### config.mk
export PLATFORM = sky130hd
export DESIGN_NAME = chacha20_stream_cipher_core
export DESIGN_NICKNAME = d
export VERILOG_FILES = /design/src/hdl/cc20_pkg.sv /design/src/hdl/chacha20_stream_cipher_core.sv /design/src/hdl/cc20_qround.sv /design/src/hdl/cc20_block.sv
export SDC_FILE = /design/constraint.sdc
export NUM_CORES = 2
export LEC_CHECK = 0
export BUFFER_PORTS_ARGS = -buffer_cell sky130_fd_sc_hd__buf_2
export CAP_MARGIN = 20
export CELL_PAD_IN_SITES_DETAIL_PLACEMENT = 1
export CELL_PAD_IN_SITES_GLOBAL_PLACEMENT = 2
export CORE_MARGIN = 4
export CORE_UTILIZATION = 43
export CTS_BUF_LIST = sky130_fd_sc_hd__clkbuf_4 sky130_fd_sc_hd__clkbuf_8
export DETAILED_ROUTE_END_ITERATION = 8
export PLACE_DENSITY = 0.87
export SLEW_MARGIN = 20
export SYNTH_ARGS = -nofsm -noshare
export SYNTH_HDL_FRONTEND = slang
export SYNTH_SLANG_ARGS = --single-unit
### constraint.sdc
create_clock -name clk_i -period 16.7 [get_ports clk_i]
set_clock_uncertainty 0.05 [all_clocks]
set_input_delay 3.34 -clock clk_i [delete_from_list [all_inputs] [get_ports clk_i]]
set_output_delay 3.34 -clock clk_i [all_outputs]
set_load 0.01 [all_outputs]
### src/hdl/cc20_pkg.sv
package cc20_pkg;

  // configuration port
  localparam int unsigned CfgIdxW  = 3;
  localparam int unsigned CfgDataW = 64;

  localparam logic [CfgIdxW-1:0] CFG_KEY_0         = 3'd0;
  localparam logic [CfgIdxW-1:0] CFG_KEY_1         = 3'd1;
  localparam logic [CfgIdxW-1:0] CFG_KEY_2         = 3'd2;
  localparam logic [CfgIdxW-1:0] CFG_KEY_3         = 3'd3;
  localparam logic [CfgIdxW-1:0] CFG_NONCE_LOW     = 3'd4;
  localparam logic [CfgIdxW-1:0] CFG_NONCE_HIGH    = 3'd5;
  localparam logic [CfgIdxW-1:0] CFG_START_COUNTER = 3'd6;

  // "expand 32-byte k"
  localparam logic [31:0] SIGMA_0 = 32'h6170_7865;
  localparam logic [31:0] SIGMA_1 = 32'h3320_646e;
  localparam logic [31:0] SIGMA_2 = 32'h7962_2d32;
  localparam logic [31:0] SIGMA_3 = 32'h6b20_6574;

  typedef logic [15:0][31:0] words_t;

  typedef struct packed {
    logic [7:0] data_byte;
    logic       last_byte;
  } in_word_t;

  typedef struct packed {
    logic [7:0] out_byte;
    logic       out_last;
  } out_word_t;

endpackage

### src/hdl/chacha20_stream_cipher_core.sv
// chacha20 byte stream cipher, one input word gives one output word
// byte inside a block: accept moves to the emit state, which loads the output register
// byte at a block boundary: first waits in the block state for the shared
// quarter-round unit that runs one quarter-round per cycle
// one byte in flight at a time
// reset clears control, config registers and counters; keystream is rebuilt first
module chacha20_stream_cipher_core #(
  parameter int unsigned DOUBLE_ROUNDS = 10
) (
  input  logic                               clk_i,
  input  logic                               rst_ni,
  // input channel
  input  logic                               in_valid_i,
  output logic                               in_stall_o,
  input  cc20_pkg::in_word_t                 in_word_i,
  // output channel
  output logic                               out_valid_o,
  input  logic                               out_stall_i,
  output cc20_pkg::out_word_t                out_word_o,
  // configuration writes
  input  logic                               cfg_we_i,
  input  logic [cc20_pkg::CfgIdxW-1:0]       cfg_idx_i,
  input  logic [cc20_pkg::CfgDataW-1:0]      cfg_data_i
);
  import cc20_pkg::*;

  typedef enum logic [1:0] {
    S_IDLE,
    S_BLOCK,
    S_EMIT
  } core_state_e;

  // configuration registers
  logic [63:0] key0_q, key1_q, key2_q, key3_q, nonce_lo_q;
  logic [31:0] nonce_hi_q, start_ctr_q;

  // sequencing
  core_state_e state_q;
  logic [5:0]  pos_q;       // byte within the current keystream block
  logic [31:0] blk_idx_q;   // blocks finished in this message
  in_word_t    hold_q;      // accepted word waiting for its keystream byte
  logic        out_valid_q;
  out_word_t   out_word_q;

  logic        in_acc;
  logic        out_free;
  logic        blk_start;
  logic        blk_done;
  words_t      init_w;
  words_t      ks_w;
  logic [31:0] ks_word;
  logic [7:0]  ks_byte;

  always_ff @(posedge clk_i or negedge rst_ni) begin
    if (!rst_ni) begin
      key0_q      <= '0;
      key1_q      <= '0;
      key2_q      <= '0;
      key3_q      <= '0;
      nonce_lo_q  <= '0;
      nonce_hi_q  <= '0;
      start_ctr_q <= '0;
    end else if (cfg_we_i) begin
      unique case (cfg_idx_i)
        CFG_KEY_0:         key0_q      <= cfg_data_i;
        CFG_KEY_1:         key1_q      <= cfg_data_i;
        CFG_KEY_2:         key2_q      <= cfg_data_i;
        CFG_KEY_3:         key3_q      <= cfg_data_i;
        CFG_NONCE_LOW:     nonce_lo_q  <= cfg_data_i;
        CFG_NONCE_HIGH:    nonce_hi_q  <= cfg_data_i[31:0];
        CFG_START_COUNTER: start_ctr_q <= cfg_data_i[31:0];
        default: ;
      endcase
    end
  end

  // initial block state; counter wraps mod 2^32
  always_comb begin
    init_w[0]  = SIGMA_0;
    init_w[1]  = SIGMA_1;
    init_w[2]  = SIGMA_2;
    init_w[3]  = SIGMA_3;
    init_w[4]  = key0_q[31:0];
    init_w[5]  = key0_q[63:32];
    init_w[6]  = key1_q[31:0];
    init_w[7]  = key1_q[63:32];
    init_w[8]  = key2_q[31:0];
    init_w[9]  = key2_q[63:32];
    init_w[10] = key3_q[31:0];
    init_w[11] = key3_q[63:32];
    init_w[12] = start_ctr_q + blk_idx_q;
    init_w[13] = nonce_lo_q[31:0];
    init_w[14] = nonce_lo_q[63:32];
    init_w[15] = nonce_hi_q;
  end

  // one word at a time: input is taken only between words
  assign in_stall_o = (state_q != S_IDLE);
  assign in_acc     = in_valid_i && (state_q == S_IDLE);
  // output register frees when its word is taken
  assign out_free   = !out_valid_q || !out_stall_i;
  // a fresh keystream block is due at every block boundary
  assign blk_start  = in_acc && (pos_q == 6'd0);

  cc20_block #(
    .DOUBLE_ROUNDS(DOUBLE_ROUNDS)
  ) u_block (
    .clk_i  (clk_i),
    .rst_ni (rst_ni),
    .start_i(blk_start),
    .init_i (init_w),
    .done_o (blk_done),
    .ks_o   (ks_w)
  );

  // little-endian byte pick from the current keystream word
  assign ks_word = ks_w[pos_q[5:2]];
  assign ks_byte = ks_word[{pos_q[1:0], 3'b000} +: 8];

  always_ff @(posedge clk_i or negedge rst_ni) begin
    if (!rst_ni) begin
      state_q     <= S_IDLE;
      pos_q       <= '0;
      blk_idx_q   <= '0;
      out_valid_q <= 1'b0;
      out_word_q  <= '0;
    end else begin
      // new word loads as the old one leaves, else the register empties
      if (state_q == S_EMIT && out_free) begin
        out_valid_q <= 1'b1;
      end else if (out_valid_q && !out_stall_i) begin
        out_valid_q <= 1'b0;
      end
      unique case (state_q)
        S_IDLE: begin
          if (in_acc) begin
            state_q <= (pos_q == 6'd0) ? S_BLOCK : S_EMIT;
          end
        end
        S_BLOCK: begin
          if (blk_done) begin
            state_q <= S_EMIT;
          end
        end
        S_EMIT: begin
          if (out_free) begin
            out_word_q.out_byte <= hold_q.data_byte ^ ks_byte;
            out_word_q.out_last <= hold_q.last_byte;
            state_q             <= S_IDLE;
            if (hold_q.last_byte) begin
              // message ends, next byte restarts at the start counter
              pos_q     <= '0;
              blk_idx_q <= '0;
            end else begin
              pos_q <= pos_q + 6'd1;
              if (pos_q == 6'd63) begin
                blk_idx_q <= blk_idx_q + 32'd1;
              end
            end
          end
        end
        default: state_q <= S_IDLE;
      endcase
    end
  end

  // payload register
  always_ff @(posedge clk_i) begin
    if (in_acc) begin
      hold_q <= in_word_i;
    end
  end

  assign out_valid_o = out_valid_q;
  assign out_word_o  = out_word_q;

endmodule

### src/hdl/cc20_qround.sv
module cc20_qround (
  input  logic [31:0] a_i,
  input  logic [31:0] b_i,
  input  logic [31:0] c_i,
  input  logic [31:0] d_i,
  output logic [31:0] a_o,
  output logic [31:0] b_o,
  output logic [31:0] c_o,
  output logic [31:0] d_o
);

  logic [31:0] a1, b1, c1, d1, a2, b2, c2, d2, tb, td;

  always_comb begin
    a1 = a_i + b_i;
    td = d_i ^ a1;
    d1 = {td[15:0], td[31:16]};
    c1 = c_i + d1;
    tb = b_i ^ c1;
    b1 = {tb[19:0], tb[31:20]};
    a2 = a1 + b1;
    td = d1 ^ a2;
    d2 = {td[23:0], td[31:24]};
    c2 = c1 + d2;
    tb = b1 ^ c2;
    b2 = {tb[24:0], tb[31:25]};
  end

  assign a_o = a2;
  assign b_o = b2;
  assign c_o = c2;
  assign d_o = d2;

endmodule

### src/hdl/cc20_block.sv
module cc20_block #(
  parameter int unsigned DOUBLE_ROUNDS = 10
) (
  input  logic            clk_i,
  input  logic            rst_ni,
  input  logic            start_i,
  input  cc20_pkg::words_t init_i,
  output logic            done_o,
  output cc20_pkg::words_t ks_o
);
  import cc20_pkg::*;

  localparam int unsigned Steps = DOUBLE_ROUNDS * 8;
  localparam int unsigned StepW = $clog2(Steps);

  typedef enum logic [1:0] {
    B_IDLE,
    B_ROUND,
    B_FINAL
  } blk_state_e;

  blk_state_e       state_q;
  logic [StepW-1:0] step_q;
  words_t           ws_q, ws_round, ws_tmp, ws_sum;
  logic             diag;
  logic [31:0]      qa, qb, qc, qd, ra, rb, rc, rd;

  // column steps read taps 0,4,8,12; diagonal steps read 0,5,10,15.
  // rows rotate left after each step so the next group lands on the taps
  assign diag = step_q[2];

  always_comb begin
    qa = ws_q[0];
    qb = diag ? ws_q[5]  : ws_q[4];
    qc = diag ? ws_q[10] : ws_q[8];
    qd = diag ? ws_q[15] : ws_q[12];
  end

  cc20_qround u_qround (
    .a_i(qa), .b_i(qb), .c_i(qc), .d_i(qd),
    .a_o(ra), .b_o(rb), .c_o(rc), .d_o(rd)
  );

  always_comb begin
    ws_tmp    = ws_q;
    ws_tmp[0] = ra;
    if (diag) begin
      ws_tmp[5]  = rb;
      ws_tmp[10] = rc;
      ws_tmp[15] = rd;
    end else begin
      ws_tmp[4]  = rb;
      ws_tmp[8]  = rc;
      ws_tmp[12] = rd;
    end
    for (int r = 0; r < 4; r++) begin
      for (int j = 0; j < 4; j++) begin
        ws_round[r*4 + j] = ws_tmp[r*4 + ((j + 1) % 4)];
      end
    end
    for (int i = 0; i < 16; i++) begin
      ws_sum[i] = ws_q[i] + init_i[i];
    end
  end

  always_ff @(posedge clk_i or negedge rst_ni) begin
    if (!rst_ni) begin
      state_q <= B_IDLE;
      step_q  <= '0;
    end else begin
      unique case (state_q)
        B_IDLE: begin
          if (start_i) begin
            state_q <= B_ROUND;
            step_q  <= '0;
          end
        end
        B_ROUND: begin
          if (step_q == StepW'(Steps - 1)) begin
            state_q <= B_FINAL;
          end
          step_q <= step_q + 1'b1;
        end
        B_FINAL: state_q <= B_IDLE;
        default: state_q <= B_IDLE;
      endcase
    end
  end

  // working state doubles as the keystream store, no reset needed
  always_ff @(posedge clk_i) begin
    if (state_q == B_IDLE && start_i) begin
      ws_q <= init_i;
    end else if (state_q == B_ROUND) begin
      ws_q <= ws_round;
    end else if (state_q == B_FINAL) begin
      ws_q <= ws_sum;
    end
  end

  assign done_o = (state_q == B_FINAL);
  assign ks_o   = ws_q;

endmodule
==> metrics.csv <==
stage,metric,value,unit
die,chip height,425,um
synthesis,area share of the largest cell type after synthesis,0.158,
worst_setup_path,Worst setup SP type,flop,
synthesis,"FFs w/ async S/R, synth",0.460,
global_routing,number of global-route vias before repair,67700,
synthesis,number of instances in the synthesized netlist,8048,
clocking,Num Clock Sinks,964,
global_routing,maximum number of pins on one net before global-route repair,176,
synthesis,number of enable-type register cells in the synthesized netlist,393,
synthesis,most used standard cell by instance count after synthesis,nor2_1,
sta,number of slew-limit violations in the final report,0,
clocking,number of hold buffers added after cts,0,
worst_setup_path,CP Capture Type,flop,
global_routing,first-pass GRT wire length,480000,um
worst_setup_path,longest individual stage delay on the worst path,0.68,ns
drt,Initial DRC Count,6983,
sta,transition time of the tightest slew-check pin,1.27,ns
sta,Slew headroom,0.147,
sta,hold violation total from the final report,0,
finish,total area of multi-input combinational cells,47000,um^2
finish,NumNets Final,8713,
global_routing,leftover overflow at the end of global routing,0,
worst_setup_path,most numerous cell on the critical path,a21oi_1,
clocking,CTS clock-pin slew for the worst setup and hold paths,0.09,ns
synthesis,Synth Cell Area,74700,um^2
hold_path,type of the most critical hold path,reg2reg,
finish,area overhead of the layout relative to synthesis,10.1,%
drt,iteration count of the initial detailed-routing pass,5,
synthesis,number of unique standard cell types used by synthesis,99,
die,Die Span X,425,um
synthesis,top cells by area in the synthesized netlist,"edfxtp_1 (16%), dfrtp_1 (15%), ha_1 (8.9%)",
clocking,number of clock buffers inserted by TritonCTS,187,
die,Placeable Area,172000,um^2
sta,Fmax,0.0619,GHz
die,placement row count,152,
finish,area used by sequential logic in the layout,25500,um^2
placement,total half-perimeter wirelength after legalization and detailed placement,256000,um
clocking,H-tree depth reported by CTS,4,
clocking,buffer type at the clock tree root,clkbuf_8,
synthesis,share of the yosys chip area belonging to registers,0.341,
placement,Placer Congestion,1.02,
clocking,clk_lat worst skew,1.00,ns
die,initial core utilization,0.434,
sta,RSZ-0062 raised after global routing,no,
clocking,CTS tree,done,
drt,total number of vias,67900,
sta,total negative slack for setup checks,0,ns
sta,final setup violation count,0,
synthesis,number of warnings issued by yosys,0,
synthesis,number of nets produced by synthesis,8679,
sta,time the final worst path needs with I/O delays and setup,16.16,ns
drt,routed wire length,336000,um
placement,worst slack at placement,0.553,ns
finish,number of fillers in the final layout,19700,
run,Maximum Capacitance Violations,0,
drt,DRT antenna net count,0,
worst_setup_path,CP required,17.48,ns
synthesis,top cells by instance count after synthesis,"nor2_1 (904), a21oi_1 (754), o21ai_0 (647)",
sta,crit share post-route,0.968,
global_routing,initial antenna violation count,25,
synthesis,post-synth top area cell,edfxtp_1,
drt,DRC viols,0,
synthesis,synthesis-stage register bit count,964,
global_routing,global router's overall resource usage,0.362,
finish,fraction of layout instances using a drive strength above 1,0.155,
drt,routed length per placed instance,31.8,um
worst_setup_path,kind of critical path,reg2reg,
worst_setup_path,CP Max Fanout,19,
worst_setup_path,"Max stage delay cell, worst path",dfrtp_4,
placement,Port Buf Inserts,91,
worst_setup_path,Critical Path AT,16.95,ns
die,number of primary I/O pins,92,
die,full die area,180000,um^2
sta,smallest setup slack after layout,0.538,ns
synthesis,most used flip-flop cell after synthesis,dfrtp_1,
clocking,clock buffer depth,3,
drt,mean number of vias per cell,6.43,
synthesis,average instance area after synthesis,9.28,um^2
run_status,result of the run,finished clean,
## worst paths after layout
kind / slack (ns) / to / cells after the start / from
max in group asynchronous: 11.32 / pos_q[3] / 4 / rst_ni
worst min register to register: 0.44 / state_q[0] / 1 / state_q[1]
worst max-delay path: 0.54 / u_block.ks_o[129] / 65 / u_block.step_q[2]
worst min-delay path: 0.44 / state_q[0] / 1 / state_q[1]
min in group asynchronous: 2.27 / key2_q[47] / 1 / rst_ni
worst max register to register: 0.54 / u_block.ks_o[129] / 65 / u_block.step_q[2]
## layout by cell type, fill, tap and decap left out, drive strengths merged, types with 129 or more instances in the layout
master  count
mux2i     130
a21oi     755
nor2      904
ha        533
clkbuf    319
dfrtp     443
mux4      168
inv       246
mux2      427
edfxtp    393
nor3      129
xor2      257
a21o      175
nand2     618
o21ai     651
buf       229
xnor2     346
## per-stage QoR
| step | area (um^2) | instances | hold WS (ns) | util |
|---|---|---|---|---|
| floorplan | 74700 | 8048 | 0.386 | - |
| global placement | 77800 | 10200 | 0.401 | 0.452 |
| CTS | 82100 | 10600 | 0.434 | 0.477 |
| finish | 82200 | 10600 | 0.436 | 0.477 |
| global route | 82200 | 10600 | 0.446 | 0.477 |
| detailed placement | 77900 | 10200 | 0.427 | 0.452 |
## cell type report
class	count	share of cell area
clock inverters	32	0.00361
clock buffers	319	0.0475
inverters	238	0.0110
multi-input cells	6462	0.573
repair buffers	229	0.0197
flip-flops and latches	964	0.310
well taps	2310	0.0352
diodes	17	0.000518
## worst max-delay path, delay by kind of cell (launching register included)
kind	cells	cell delay, ns
AO/OA/AOI/OAI	34	7.10
XOR/XNOR	8	2.29
adder cells (fa/ha/maj)	6	2.23
buffers and inverters	3	0.59
flip-flops	1	0.68
multiplexers	2	0.60
AND/OR/NAND/NOR	12	2.45
## registers in the layout, summed over array words and instances, names as in the netlist, named ones only
name,cells
u_block.state_q,2
u_block.step_q,7
start_ctr_q,32
nonce_hi_q,32
u_block.ks_o,476
pos_q,6
key0_q,64
key2_q,64
key3_q,64
nonce_lo_q,64
state_q,2
out_word_o,9
key1_q,64
out_valid_o,1
u_block.qa,32
hold_q,9
blk_idx_q,32
## per-layer routing
| layer | up-vias | track usage | part of all wire |
|---|---|---|---|
| met5 | - | 0 | 0.000068 |
| met4 | 4 | 0.200 | 0.065 |
| met3 | 651 | 0.0552 | 0.076 |
| met2 | 2859 | 0.566 | 0.45 |
| met1 | 34800 | 0.482 | 0.41 |
| li1 | 29700 | - | - |
## kinds of logic (layout without fill, tap and decap cells)
logic type      count (synthesis)  after routing  share of synthesized area
compound gates               2372           2372                      0.196
simple gates                 2201           2201                      0.131
flops                         964            964                      0.341
mux                           725            725                      0.133
buf+inv                       622            818                     0.0313
xor+xnor                      613            613                     0.0745
fa+ha+maj                     551            551                     0.0940
other cells                     0             17                          0
## repair_timing
item,4_1_cts,5_1_grt
endpoints found under the setup margin,0,18
setup buffers,0,1
resized for setup,0,4
Power is left out: the tool's default activity adds up to more than one toggle a clock period on the data nets, which glitch-free logic cannot reach.
